===== src/rtl/core/mrq_pkg.sv =====
// Shared definitions for the multilevel ready queue scheduler.
// Request and status codes, field widths and parameter defaults.
// No dependencies.
package mrq_pkg;

    localparam int PROC_COUNT_DEF  = 16;
    localparam int LEVEL_COUNT_DEF = 8;

    localparam int PROC_ID_W  = 4;
    localparam int PRIO_W     = 3;
    localparam int REQ_W      = 2;
    localparam int STATUS_W   = 2;
    localparam int APB_AW     = 3;
    localparam int APB_DW     = 32;

    localparam logic [REQ_W-1:0] REQ_MAKE_READY = 2'd0;
    localparam logic [REQ_W-1:0] REQ_CHOOSE     = 2'd1;
    localparam logic [REQ_W-1:0] REQ_RESCHED    = 2'd2;

    localparam logic [STATUS_W-1:0] ST_OK         = 2'd0;
    localparam logic [STATUS_W-1:0] ST_IGNORED    = 2'd1;
    localparam logic [STATUS_W-1:0] ST_NOT_QUEUED = 2'd2;

    localparam logic [APB_AW-1:0] REG_IDLE_PROC_ADDR = 3'd0;

endpackage


===== src/rtl/core/mrq_ram.sv =====
// Simple dual-port synchronous RAM with one write and one registered read port.
// Holds the per-process link and level tables. No dependencies.
module mrq_ram #(
    parameter int DEPTH = 16,
    parameter int WIDTH = 4,
    parameter int AW    = 4
) (
    input  logic             clk,
    input  logic             we,
    input  logic [AW-1:0]    waddr,
    input  logic [WIDTH-1:0] wdata,
    input  logic [AW-1:0]    raddr,
    output logic [WIDTH-1:0] rdata
);

    logic [WIDTH-1:0] mem [DEPTH];
    logic [WIDTH-1:0] rdata_reg;

    always_ff @(posedge clk)
    begin
        if (we)
        begin
            mem[waddr] <= wdata;
        end
        rdata_reg <= mem[raddr];
    end

    assign rdata = rdata_reg;

endmodule


===== src/rtl/core/mrq_lvl_pick.sv =====
// Priority encoder that finds the lowest non-empty priority level.
// No dependencies.
module mrq_lvl_pick #(
    parameter int LEVEL_COUNT = 8,
    parameter int LW          = 3
) (
    input  logic [LEVEL_COUNT-1:0] nonempty,
    output logic                   found,
    output logic [LW-1:0]          lvl
);

    always_comb
    begin
        found = |nonempty;
        lvl   = '0;
        // Scan downward so that the lowest set bit wins.
        for (int i = LEVEL_COUNT - 1; i >= 0; i--)
        begin
            if (nonempty[i])
            begin
                lvl = LW'(i);
            end
        end
    end

endmodule


===== src/rtl/core/multilevel_ready_queue_scheduler.sv =====
// Top level of the multilevel ready queue scheduler: control sequencer, list
// head/tail registers and APB register. Uses mrq_pkg, mrq_ram, mrq_lvl_pick.
//
//  channel   direction  handshake               contents
//  s_axis    in         tvalid/tready           request: type, process, level
//  m_axis    out        tvalid/tready           chosen process, idle flag, status
//  apb       in         psel/penable/pready     idle_proc register at 0x0
//
// Make ready, a refused reschedule and the unused type go from decode straight to
// the result state; choose passes a head-update state when entries remain behind
// the chosen one. Reschedule reads the level RAM, then unlinks a lone or head
// process at once or walks the list, one link RAM read per cycle, bypasses it and
// re-appends it to level 0. A new request is taken while a result still waits on
// m_axis; the sequencer stalls in its last state until the output register is free.
// Reset clears all levels and queued marks; no clearing pass is needed.
module multilevel_ready_queue_scheduler #(
    parameter int PROC_COUNT  = mrq_pkg::PROC_COUNT_DEF,
    parameter int LEVEL_COUNT = mrq_pkg::LEVEL_COUNT_DEF
) (
    input  logic                          clk,
    input  logic                          rst_n,
    input  logic                          s_axis_tvalid,
    output logic                          s_axis_tready,
    // [3:0] proc_id, [6:4] priority_req, [7] zero
    input  logic [7:0]                    s_axis_tdata,
    // [1:0] req_type
    input  logic [1:0]                    s_axis_tuser,
    output logic                          m_axis_tvalid,
    input  logic                          m_axis_tready,
    // [3:0] chosen_proc, [5:4] status, [7:6] zero
    output logic [7:0]                    m_axis_tdata,
    // [0] chose_idle
    output logic [0:0]                    m_axis_tuser,
    input  logic                          psel,
    input  logic                          penable,
    input  logic                          pwrite,
    input  logic [mrq_pkg::APB_AW-1:0]    paddr,
    input  logic [mrq_pkg::APB_DW-1:0]    pwdata,
    output logic [mrq_pkg::APB_DW-1:0]    prdata,
    output logic                          pready
);

    import mrq_pkg::*;

    localparam int PW = $clog2(PROC_COUNT);
    localparam int LW = (LEVEL_COUNT > 1) ? $clog2(LEVEL_COUNT) : 1;

    localparam logic [3:0] S_IDLE      = 4'd0;
    localparam logic [3:0] S_DECODE    = 4'd1;
    localparam logic [3:0] S_CHOOSE    = 4'd2;
    localparam logic [3:0] S_RS_LVL    = 4'd3;
    localparam logic [3:0] S_RS_HEAD   = 4'd4;
    localparam logic [3:0] S_WALK      = 4'd5;
    localparam logic [3:0] S_RS_BYPASS = 4'd6;
    localparam logic [3:0] S_APPEND0   = 4'd7;
    localparam logic [3:0] S_DONE      = 4'd8;

    // Control state
    logic [3:0]             state_reg, state_next;
    logic [LEVEL_COUNT-1:0] nonempty_reg, nonempty_next;
    logic [PROC_COUNT-1:0]  queued_reg, queued_next;
    logic                   out_valid_reg, out_valid_next;
    logic [PROC_ID_W-1:0]   idle_proc_reg;

    // Payload state
    logic [PW-1:0]          head_reg [LEVEL_COUNT];
    logic [PW-1:0]          head_next [LEVEL_COUNT];
    logic [PW-1:0]          tail_reg [LEVEL_COUNT];
    logic [PW-1:0]          tail_next [LEVEL_COUNT];
    logic [REQ_W-1:0]       req_reg, req_next;
    logic [PROC_ID_W-1:0]   pid_reg, pid_next;
    logic [PRIO_W-1:0]      prio_reg, prio_next;
    logic [LW-1:0]          lvl_reg, lvl_next;
    logic [PW-1:0]          prev_reg, prev_next;
    logic [PROC_ID_W-1:0]   res_chosen_reg, res_chosen_next;
    logic                   res_idle_reg, res_idle_next;
    logic [STATUS_W-1:0]    res_status_reg, res_status_next;
    logic [PROC_ID_W-1:0]   out_chosen_reg, out_chosen_next;
    logic                   out_idle_reg, out_idle_next;
    logic [STATUS_W-1:0]    out_status_reg, out_status_next;

    // RAM ports
    logic                   link_we;
    logic [PW-1:0]          link_waddr, link_wdata, link_raddr, link_rdata;
    logic                   lvlm_we;
    logic [PW-1:0]          lvlm_waddr, lvlm_raddr;
    logic [LW-1:0]          lvlm_wdata, lvlm_rdata;

    logic                   pick_found;
    logic [LW-1:0]          pick_lvl;

    logic [31:0]            pid32, prio32, sat32, chosen32;
    logic [PW-1:0]          pidx, hsel, cur;
    logic                   pid_ok;
    logic [LW-1:0]          mk_lvl;
    logic                   cfg_write;

    mrq_ram #(.DEPTH(PROC_COUNT), .WIDTH(PW), .AW(PW)) u_link_ram (
        .clk   (clk),
        .we    (link_we),
        .waddr (link_waddr),
        .wdata (link_wdata),
        .raddr (link_raddr),
        .rdata (link_rdata)
    );

    mrq_ram #(.DEPTH(PROC_COUNT), .WIDTH(LW), .AW(PW)) u_level_ram (
        .clk   (clk),
        .we    (lvlm_we),
        .waddr (lvlm_waddr),
        .wdata (lvlm_wdata),
        .raddr (lvlm_raddr),
        .rdata (lvlm_rdata)
    );

    mrq_lvl_pick #(.LEVEL_COUNT(LEVEL_COUNT), .LW(LW)) u_pick (
        .nonempty (nonempty_reg),
        .found    (pick_found),
        .lvl      (pick_lvl)
    );

    assign pid32  = 32'(pid_reg);
    assign pid_ok = pid32 < 32'(PROC_COUNT);
    assign pidx   = pid32[PW-1:0];
    assign prio32 = 32'(prio_reg);
    assign sat32  = (prio32 >= 32'(LEVEL_COUNT)) ? 32'(LEVEL_COUNT - 1) : prio32;
    assign mk_lvl = sat32[LW-1:0];
    assign hsel   = head_reg[pick_lvl];
    assign chosen32 = 32'(hsel);
    assign cur    = head_reg[lvlm_rdata];

    always_comb
    begin
        state_next      = state_reg;
        nonempty_next   = nonempty_reg;
        queued_next     = queued_reg;
        head_next       = head_reg;
        tail_next       = tail_reg;
        req_next        = req_reg;
        pid_next        = pid_reg;
        prio_next       = prio_reg;
        lvl_next        = lvl_reg;
        prev_next       = prev_reg;
        res_chosen_next = res_chosen_reg;
        res_idle_next   = res_idle_reg;
        res_status_next = res_status_reg;
        out_valid_next  = out_valid_reg && !m_axis_tready;
        out_chosen_next = out_chosen_reg;
        out_idle_next   = out_idle_reg;
        out_status_next = out_status_reg;
        link_we    = 1'b0;
        link_waddr = '0;
        link_wdata = '0;
        link_raddr = '0;
        lvlm_we    = 1'b0;
        lvlm_waddr = '0;
        lvlm_wdata = '0;
        lvlm_raddr = '0;

        case (state_reg)
            S_IDLE:
            begin
                if (s_axis_tvalid)
                begin
                    req_next   = s_axis_tuser;
                    pid_next   = s_axis_tdata[3:0];
                    prio_next  = s_axis_tdata[6:4];
                    state_next = S_DECODE;
                end
            end

            S_DECODE:
            begin
                res_chosen_next = '0;
                res_idle_next   = 1'b0;
                res_status_next = ST_OK;
                state_next      = S_DONE;
                case (req_reg)
                    REQ_MAKE_READY:
                    begin
                        if (!pid_ok || pid_reg == idle_proc_reg || queued_reg[pidx])
                        begin
                            res_status_next = ST_IGNORED;
                        end
                        else
                        begin
                            if (nonempty_reg[mk_lvl])
                            begin
                                link_we    = 1'b1;
                                link_waddr = tail_reg[mk_lvl];
                                link_wdata = pidx;
                            end
                            else
                            begin
                                head_next[mk_lvl] = pidx;
                            end
                            tail_next[mk_lvl]     = pidx;
                            nonempty_next[mk_lvl] = 1'b1;
                            lvlm_we               = 1'b1;
                            lvlm_waddr            = pidx;
                            lvlm_wdata            = mk_lvl;
                            queued_next[pidx]     = 1'b1;
                        end
                    end

                    REQ_CHOOSE:
                    begin
                        if (pick_found)
                        begin
                            res_chosen_next   = chosen32[PROC_ID_W-1:0];
                            queued_next[hsel] = 1'b0;
                            lvl_next          = pick_lvl;
                            if (tail_reg[pick_lvl] == hsel)
                            begin
                                nonempty_next[pick_lvl] = 1'b0;
                            end
                            else
                            begin
                                link_raddr = hsel;
                                state_next = S_CHOOSE;
                            end
                        end
                        else
                        begin
                            res_chosen_next = idle_proc_reg;
                            res_idle_next   = 1'b1;
                        end
                    end

                    REQ_RESCHED:
                    begin
                        if (!pid_ok || !queued_reg[pidx])
                        begin
                            res_status_next = ST_NOT_QUEUED;
                        end
                        else
                        begin
                            lvlm_raddr = pidx;
                            state_next = S_RS_LVL;
                        end
                    end

                    default:
                    begin
                        state_next = S_DONE;
                    end
                endcase
            end

            S_CHOOSE:
            begin
                head_next[lvl_reg] = link_rdata;
                state_next         = S_DONE;
            end

            S_RS_LVL:
            begin
                lvl_next = lvlm_rdata;
                if (!nonempty_reg[lvlm_rdata])
                begin
                    state_next = S_APPEND0;
                end
                else if (cur == pidx)
                begin
                    // The process is the head of its list.
                    if (tail_reg[lvlm_rdata] == pidx)
                    begin
                        nonempty_next[lvlm_rdata] = 1'b0;
                        state_next                = S_APPEND0;
                    end
                    else
                    begin
                        link_raddr = pidx;
                        state_next = S_RS_HEAD;
                    end
                end
                else
                begin
                    prev_next  = cur;
                    link_raddr = cur;
                    state_next = S_WALK;
                end
            end

            S_RS_HEAD:
            begin
                head_next[lvl_reg] = link_rdata;
                state_next         = S_APPEND0;
            end

            S_WALK:
            begin
                // link_rdata is the successor of prev_reg.
                if (prev_reg == tail_reg[lvl_reg])
                begin
                    state_next = S_APPEND0;
                end
                else if (link_rdata == pidx)
                begin
                    link_raddr = pidx;
                    state_next = S_RS_BYPASS;
                end
                else
                begin
                    prev_next  = link_rdata;
                    link_raddr = link_rdata;
                end
            end

            S_RS_BYPASS:
            begin
                link_we    = 1'b1;
                link_waddr = prev_reg;
                link_wdata = link_rdata;
                if (tail_reg[lvl_reg] == pidx)
                begin
                    tail_next[lvl_reg] = prev_reg;
                end
                state_next = S_APPEND0;
            end

            S_APPEND0:
            begin
                if (nonempty_reg[0])
                begin
                    link_we    = 1'b1;
                    link_waddr = tail_reg[0];
                    link_wdata = pidx;
                end
                else
                begin
                    head_next[0] = pidx;
                end
                tail_next[0]     = pidx;
                nonempty_next[0] = 1'b1;
                lvlm_we          = 1'b1;
                lvlm_waddr       = pidx;
                lvlm_wdata       = '0;
                state_next       = S_DONE;
            end

            S_DONE:
            begin
                if (!out_valid_reg || m_axis_tready)
                begin
                    out_valid_next  = 1'b1;
                    out_chosen_next = res_chosen_reg;
                    out_idle_next   = res_idle_reg;
                    out_status_next = res_status_reg;
                    state_next      = S_IDLE;
                end
            end

            default:
            begin
                state_next = S_IDLE;
            end
        endcase
    end

    assign cfg_write = psel && penable && pwrite && pready && (paddr == REG_IDLE_PROC_ADDR);

    always_ff @(posedge clk or negedge rst_n)
    begin
        if (!rst_n)
        begin
            state_reg     <= S_IDLE;
            nonempty_reg  <= '0;
            queued_reg    <= '0;
            out_valid_reg <= 1'b0;
            idle_proc_reg <= '0;
        end
        else
        begin
            state_reg     <= state_next;
            nonempty_reg  <= nonempty_next;
            queued_reg    <= queued_next;
            out_valid_reg <= out_valid_next;
            if (cfg_write)
            begin
                idle_proc_reg <= pwdata[PROC_ID_W-1:0];
            end
        end
    end

    always_ff @(posedge clk)
    begin
        head_reg       <= head_next;
        tail_reg       <= tail_next;
        req_reg        <= req_next;
        pid_reg        <= pid_next;
        prio_reg       <= prio_next;
        lvl_reg        <= lvl_next;
        prev_reg       <= prev_next;
        res_chosen_reg <= res_chosen_next;
        res_idle_reg   <= res_idle_next;
        res_status_reg <= res_status_next;
        out_chosen_reg <= out_chosen_next;
        out_idle_reg   <= out_idle_next;
        out_status_reg <= out_status_next;
    end

    assign s_axis_tready = (state_reg == S_IDLE);
    assign m_axis_tvalid = out_valid_reg;
    assign m_axis_tdata  = {2'b00, out_status_reg, out_chosen_reg};
    assign m_axis_tuser  = out_idle_reg;
    assign pready        = 1'b1;
    assign prdata        = (paddr == REG_IDLE_PROC_ADDR)
                           ? {{(APB_DW - PROC_ID_W){1'b0}}, idle_proc_reg} : '0;

    // An accepted transaction always moves the sequencer on to decode.
    a_accept_decode: assert property (@(posedge clk) disable iff (!rst_n)
        (s_axis_tvalid && s_axis_tready) |=> (state_reg == S_DECODE))
        else $error("accepted transaction did not enter decode");

    // A non-empty level implies at least one process is marked queued.
    a_nonempty_queued: assert property (@(posedge clk) disable iff (!rst_n)
        (nonempty_reg != '0) |-> (queued_reg != '0))
        else $error("non-empty level with no queued process");

    // The list walk only leaves toward the bypass or the re-append.
    a_walk_exit: assert property (@(posedge clk) disable iff (!rst_n)
        (state_reg == S_WALK) |=> (state_reg == S_WALK || state_reg == S_RS_BYPASS ||
                                   state_reg == S_APPEND0))
        else $error("unexpected exit from list walk");

    // An idle pick never carries an error status.
    a_idle_status: assert property (@(posedge clk) disable iff (!rst_n)
        (m_axis_tvalid && m_axis_tuser[0]) |-> (m_axis_tdata[5:4] == ST_OK))
        else $error("idle result with non-zero status");

endmodule

===== config.mk =====
export PLATFORM = sky130hd
export DESIGN_NAME = multilevel_ready_queue_scheduler
export DESIGN_NICKNAME = d
export VERILOG_FILES = /design/src/rtl/core/mrq_pkg.sv /design/src/rtl/core/mrq_ram.sv /design/src/rtl/core/mrq_lvl_pick.sv /design/src/rtl/core/multilevel_ready_queue_scheduler.sv
export SDC_FILE = /design/constraint.sdc
export NUM_CORES = 1
export LEC_CHECK = 0
export ABC_AREA = 0
export BUFFER_PORTS_ARGS = -buffer_cell sky130_fd_sc_hd__buf_2
export CAP_MARGIN = 10
export CELL_PAD_IN_SITES_DETAIL_PLACEMENT = 1
export CELL_PAD_IN_SITES_GLOBAL_PLACEMENT = 2
export CORE_MARGIN = 2
export CORE_UTILIZATION = 30
export CTS_CLUSTER_DIAMETER = 200
export DETAILED_ROUTE_END_ITERATION = 7
export PLACE_DENSITY = 0.69
export SYNTH_ARGS = -nofsm -noshare
export SYNTH_HDL_FRONTEND = slang
export SYNTH_SLANG_ARGS = --single-unit

===== constraint.sdc =====
create_clock -name clk -period 3.7 [get_ports clk]
set_input_delay 0.37 -clock clk [delete_from_list [all_inputs] [get_ports clk]]
set_output_delay 0.37 -clock clk [all_outputs]
set_load 0.02 [all_outputs]

==> results.md <==
Outcome:
- The flow ran to the end, and the final reports show no timing, DRC or antenna violations.

STA:
- The worst clock skew is 0.0305 ns.
- The top achievable clock speed is 273 MHz.
- At the pin with the least slew margin, the transition time is 0.995 ns.
- Setup slack on the critical path of the routed design comes to 0.0395 ns.
- Setup repair after global routing could not meet its margin everywhere.
- The shortest clock period the worst path allows after layout is 3.66 ns.
- The max-slew violation count is 0.
- The final hold violation count is 0.
- The relative max-transition margin is 33.6%.
- Summed over all failing endpoints, the final setup total negative slack is 0 ns.
- The number of failing setup endpoints in the final timing report is 0.
- The final critical path takes up 98.9% of the cycle.

Power and ir drop:
- Net switching is 40.8% of the power.
- The completed layout was analyzed and its total power is 13.5 mW.
- Per report_power, the sequential group accounts for 28.0% of the total.
- The share of power burned in combinational logic is 48.0%.
- The power per cell area is 762 mW/mm^2.
- The clock network power share is 24.0%.
- VDD sags by at most 392 uV.
- In this run the power spent charging and discharging nets is 5.49 mW.
- For this design the static power due to leakage is 6.54 nW.
- The internal power component is 7.97 mW.

Placement:
- The placed wire-length estimate after detailed placement is 40100 um.
- Buffers placed on the I/O ports in this run total 35.
- The placement-stage cell area is 0.0161 sq mm.
- Before CTS, the worst setup slack after placement is -0.0917 ns.
- Routability-driven placement finished with a final weighted congestion of 0.971.

Critical path:
- The sum of buffers and inverters on the critical path is 4.
- In this design, the stage delay of the slowest critical-path cell is 0.52 ns.
- The family with the most delay on the worst path is multiplexers.
- STA puts the critical path data arrival time at 4.01 ns.
- The signal on the critical path passes through buf_4 -> mux4_2 -> mux4_2 -> a41oi_2 -> and3_4 -> nand2b_1 -> buf_4 -> a31oi_1 -> a221o_1 -> nor2_1 -> o21ai_0 -> buf_4 -> nor2_1 -> buf_4.
- Among the stages of the critical path, the cell type that occurs most often is buf_4.
- The data required time at the worst endpoint is 4.05 ns.
- STA classifies the critical path endpoint as a flip-flop.
- The startpoint type of the worst setup path is a flip-flop.
- The startpoint-to-endpoint class of the critical path is flip-flop to flip-flop.
- The cell at the slowest stage of the critical path is mux4_2.
- The worst-path maximum fanout is 7.

Layout:
- The area added between synthesis and finish is 27.0%.
- Cells with a size suffix above 1 make up 27.7% of the layout.
- Across the whole layout, storage elements account for 0.00716 sq mm.
- The antenna diode count is 0.
- The register with the most flip-flops in the layout has 64 of them.
- In the final layout, the registers with the most flip-flops are u_link_ram.mem: 64 flops, u_level_ram.mem: 48 flops.
- Ranked by flip-flop count, first place goes to u_link_ram.mem.
- The post-layout instance area is 0.0177 sq mm.
- The multi-input combinational cells in the finished layout cover a total of 0.00642 sq mm.
- The library cell used most frequently in the layout, excluding fill and tap cells, is buf_4.
- At the end of the flow, the number of nets in the layout was 1615.
- Leaving out fill and tap cells, the most frequent cells in the layout are 215 x buf_4, 206 x edfxtp_1, 114 x nand2_1, 114 x o21ai_0, 104 x nand3_1.
- Counting the fill cells in the layout gives 5097.

Die:
- Row generation in the floorplan step produced 78 rows.
- From bottom edge to top edge, the die measures 219 um.
- The core region is 0.0456 sq mm.
- For this configuration, the core starts out at a cell density of 30.5%.
- The width of the die is 219 um.
- In this run the count of I/O pins placed on the die edge is 96.
- The floorplan step defined a die boundary enclosing 0.0481 sq mm.

Route:
- The final layout contains routed wiring with a total length of 53800 um.
- The number of DRC markers in iteration 0 is 1085.
- The detailed router placed 12200 vias in this run.
- The first detailed-routing pass ran for 5 iterations.
- The routed wirelength normalized by instance count is 24.7 um.
- Dividing the detail-routed via count by the number of cells gives 5.58.
- The DRC violation count after routing is 0.
- The number of nets with antenna violations after routing is 0.

GRT:
- The global-route wire length before repair is 79200 um.
- The residual overflow from global routing is 0.
- The via count of the first global-routing pass was 12400.
- The overall global routing resource usage is 22.1%.
- The initial antenna violation count is 0.
- The maximum number of pins on one net before global-route repair is 65.

Yosys:
- The post-synthesis cell type count is 83.
- The flip-flop cell with the highest count after synthesis is edfxtp_1.
- The share of async-settable or async-resettable flops after synthesis is 13.4%.
- Counting every instance in the synthesized netlist gives 1354.
- The proportion of synthesized chip area in sequential cells is 51.4%.
- Each instance of the synthesized netlist takes up on average 10.3 sq um.
- The cell area after synthesis is 0.0139 sq mm.
- The number of enable flip-flop cells after synthesis is 206.
- Synthesis inferred 246 register bits.
- The yosys synthesis warning count is 0.

Clock tree:
- CTS built an H-tree with a depth of 1.
- TritonCTS built the clock tree.
- The maximum number of buffers from clock root to sink is 3.
- The cell at the root of the clock tree is clkbuf_16.
- The number of sinks handled by clock tree synthesis is 246.
- The clock latency at the later pin of the worst-skew pair is 0.60 ns.
- The CTS clock-pin slew for the worst setup and hold paths is 0.06 ns.
- TritonCTS created 30 clock buffers.

Run:
- The max-capacitance violation count is 0.

Min path:
- The worst min-delay path class is primary input to flip-flop.
routing by layer:
metal	routed length (um)	GRT usage [%]
met1	23900	30.3
met2	25000	36.2
met3	3150	2.83
met4	1740	6.82
met5	0	0
synth_stat cells, types with 12 or more instances:
library cell	count	area, sq um
dfrtp_1	33	826
nand2_1	118	443
buf_2	17	85.1
xor2_1	15	131
and3_1	15	93.8
inv_1	19	71.3
nand2b_1	15	93.8
mux2i_1	47	470
xnor2_1	14	123
o21ai_0	121	606
edfxtp_1	206	6190
nor3_1	27	135
nor2b_1	13	81.3
nor2_1	90	338
clkbuf_1	77	289
buf_4	32	240
a22oi_1	23	173
and2_1	12	75.1
a221oi_1	12	105
mux2_2	33	372
a21oi_1	82	410
a31oi_1	17	106
nand3_1	104	521
per-stage QoR:
| stage | utilization [%] | instances | hold slack (ns) |
|---|---|---|---|
| 4_1_cts | 38.0 | 2173 | 0.000902 |
| 3_3_place_gp | 35.2 | 2104 | 0.402 |
| 3_5_place_dp | 35.2 | 2104 | 0.408 |
| 2_1_floorplan | - | 1383 | 0.0744 |
| 6_report | 38.8 | 2184 | 0.0110 |
| 5_1_grt | 38.8 | 2184 | 0.000502 |
layout make-up:
| cell class | count | share of cell area (%) |
|---|---|---|
| Clock inverter | 24 | 1.74 |
| Timing Repair Buffer | 279 | 12.4 |
| Multi-Input combinational cell | 984 | 36.3 |
| Clock buffer | 32 | 4.35 |
| Inverter | 19 | 0.404 |
| Sequential cell | 246 | 40.6 |
| Tap cell | 600 | 4.25 |
logic make-up after synthesis:
kind of cell,count (synthesis),share of synthesized area (%)
buffers and inverters,153,5.15
flip-flops,246,51.4
AND/OR/NAND/NOR,448,15.7
XOR/XNOR,29,1.83
adder cells (fa/ha/maj),3,0.270
other,2,0.0540
multiplexers,88,7.35
AO/OA/AOI/OAI,385,18.2
final timing paths:
| check | endpoint | from | slack (ns) | depth (start not counted) |
|---|---|---|---|---|
| max | u_link_ram.mem[3][0] | pid_reg[0] | 0.04 | 14 |
| min | idle_proc_reg[2] | pwdata[2] | 0.01 | 2 |
| max reg2reg | u_link_ram.mem[3][0] | pid_reg[0] | 0.04 | 14 |
| min reg2reg | out_chosen_reg[1] | res_chosen_reg[1] | 0.42 | 0 |
| max in group asynchronous | nonempty_reg[4] | rst_n | 2.67 | 2 |
| min in group asynchronous | idle_proc_reg[3] | rst_n | 0.44 | 2 |
power groups by stage:
| stage | combinational, mW | sequential [mW] | clock (mW) |
|---|---|---|---|
| finish | 6.46 | 3.77 | 3.22 |
| global route | 6.87 | 3.79 | 3.39 |
| CTS | 6.03 | 3.75 | 3.28 |
| detailed placement | 5.91 | 3.80 | 0 |
| global placement | 5.80 | 3.79 | 0 |
| floorplan | 3.30 | 3.61 | 0 |
repair_timing:
item                                    CTS  global route
pin swaps                                 1            15
gates cloned                              0             1
hold buffers                             12             0
resized for setup                        15            61
setup buffers                             1            10
hold endpoints to repair                 44             0
endpoints found under the setup margin   22            41
worst reg2reg max path, stage by stage, from the launching register on:
cell	delay [ns]
edfxtp_1	0.34
buf_4	0.19
mux4_2	0.53
mux4_2	0.52
a41oi_2	0.25
and3_4	0.25
nand2b_1	0.12
buf_4	0.18
a31oi_1	0.21
a221o_1	0.21
nor2_1	0.06
o21ai_0	0.17
buf_4	0.20
nor2_1	0.05
buf_4	0.15
No activity file was read; power rests on OpenSTA's default activity.
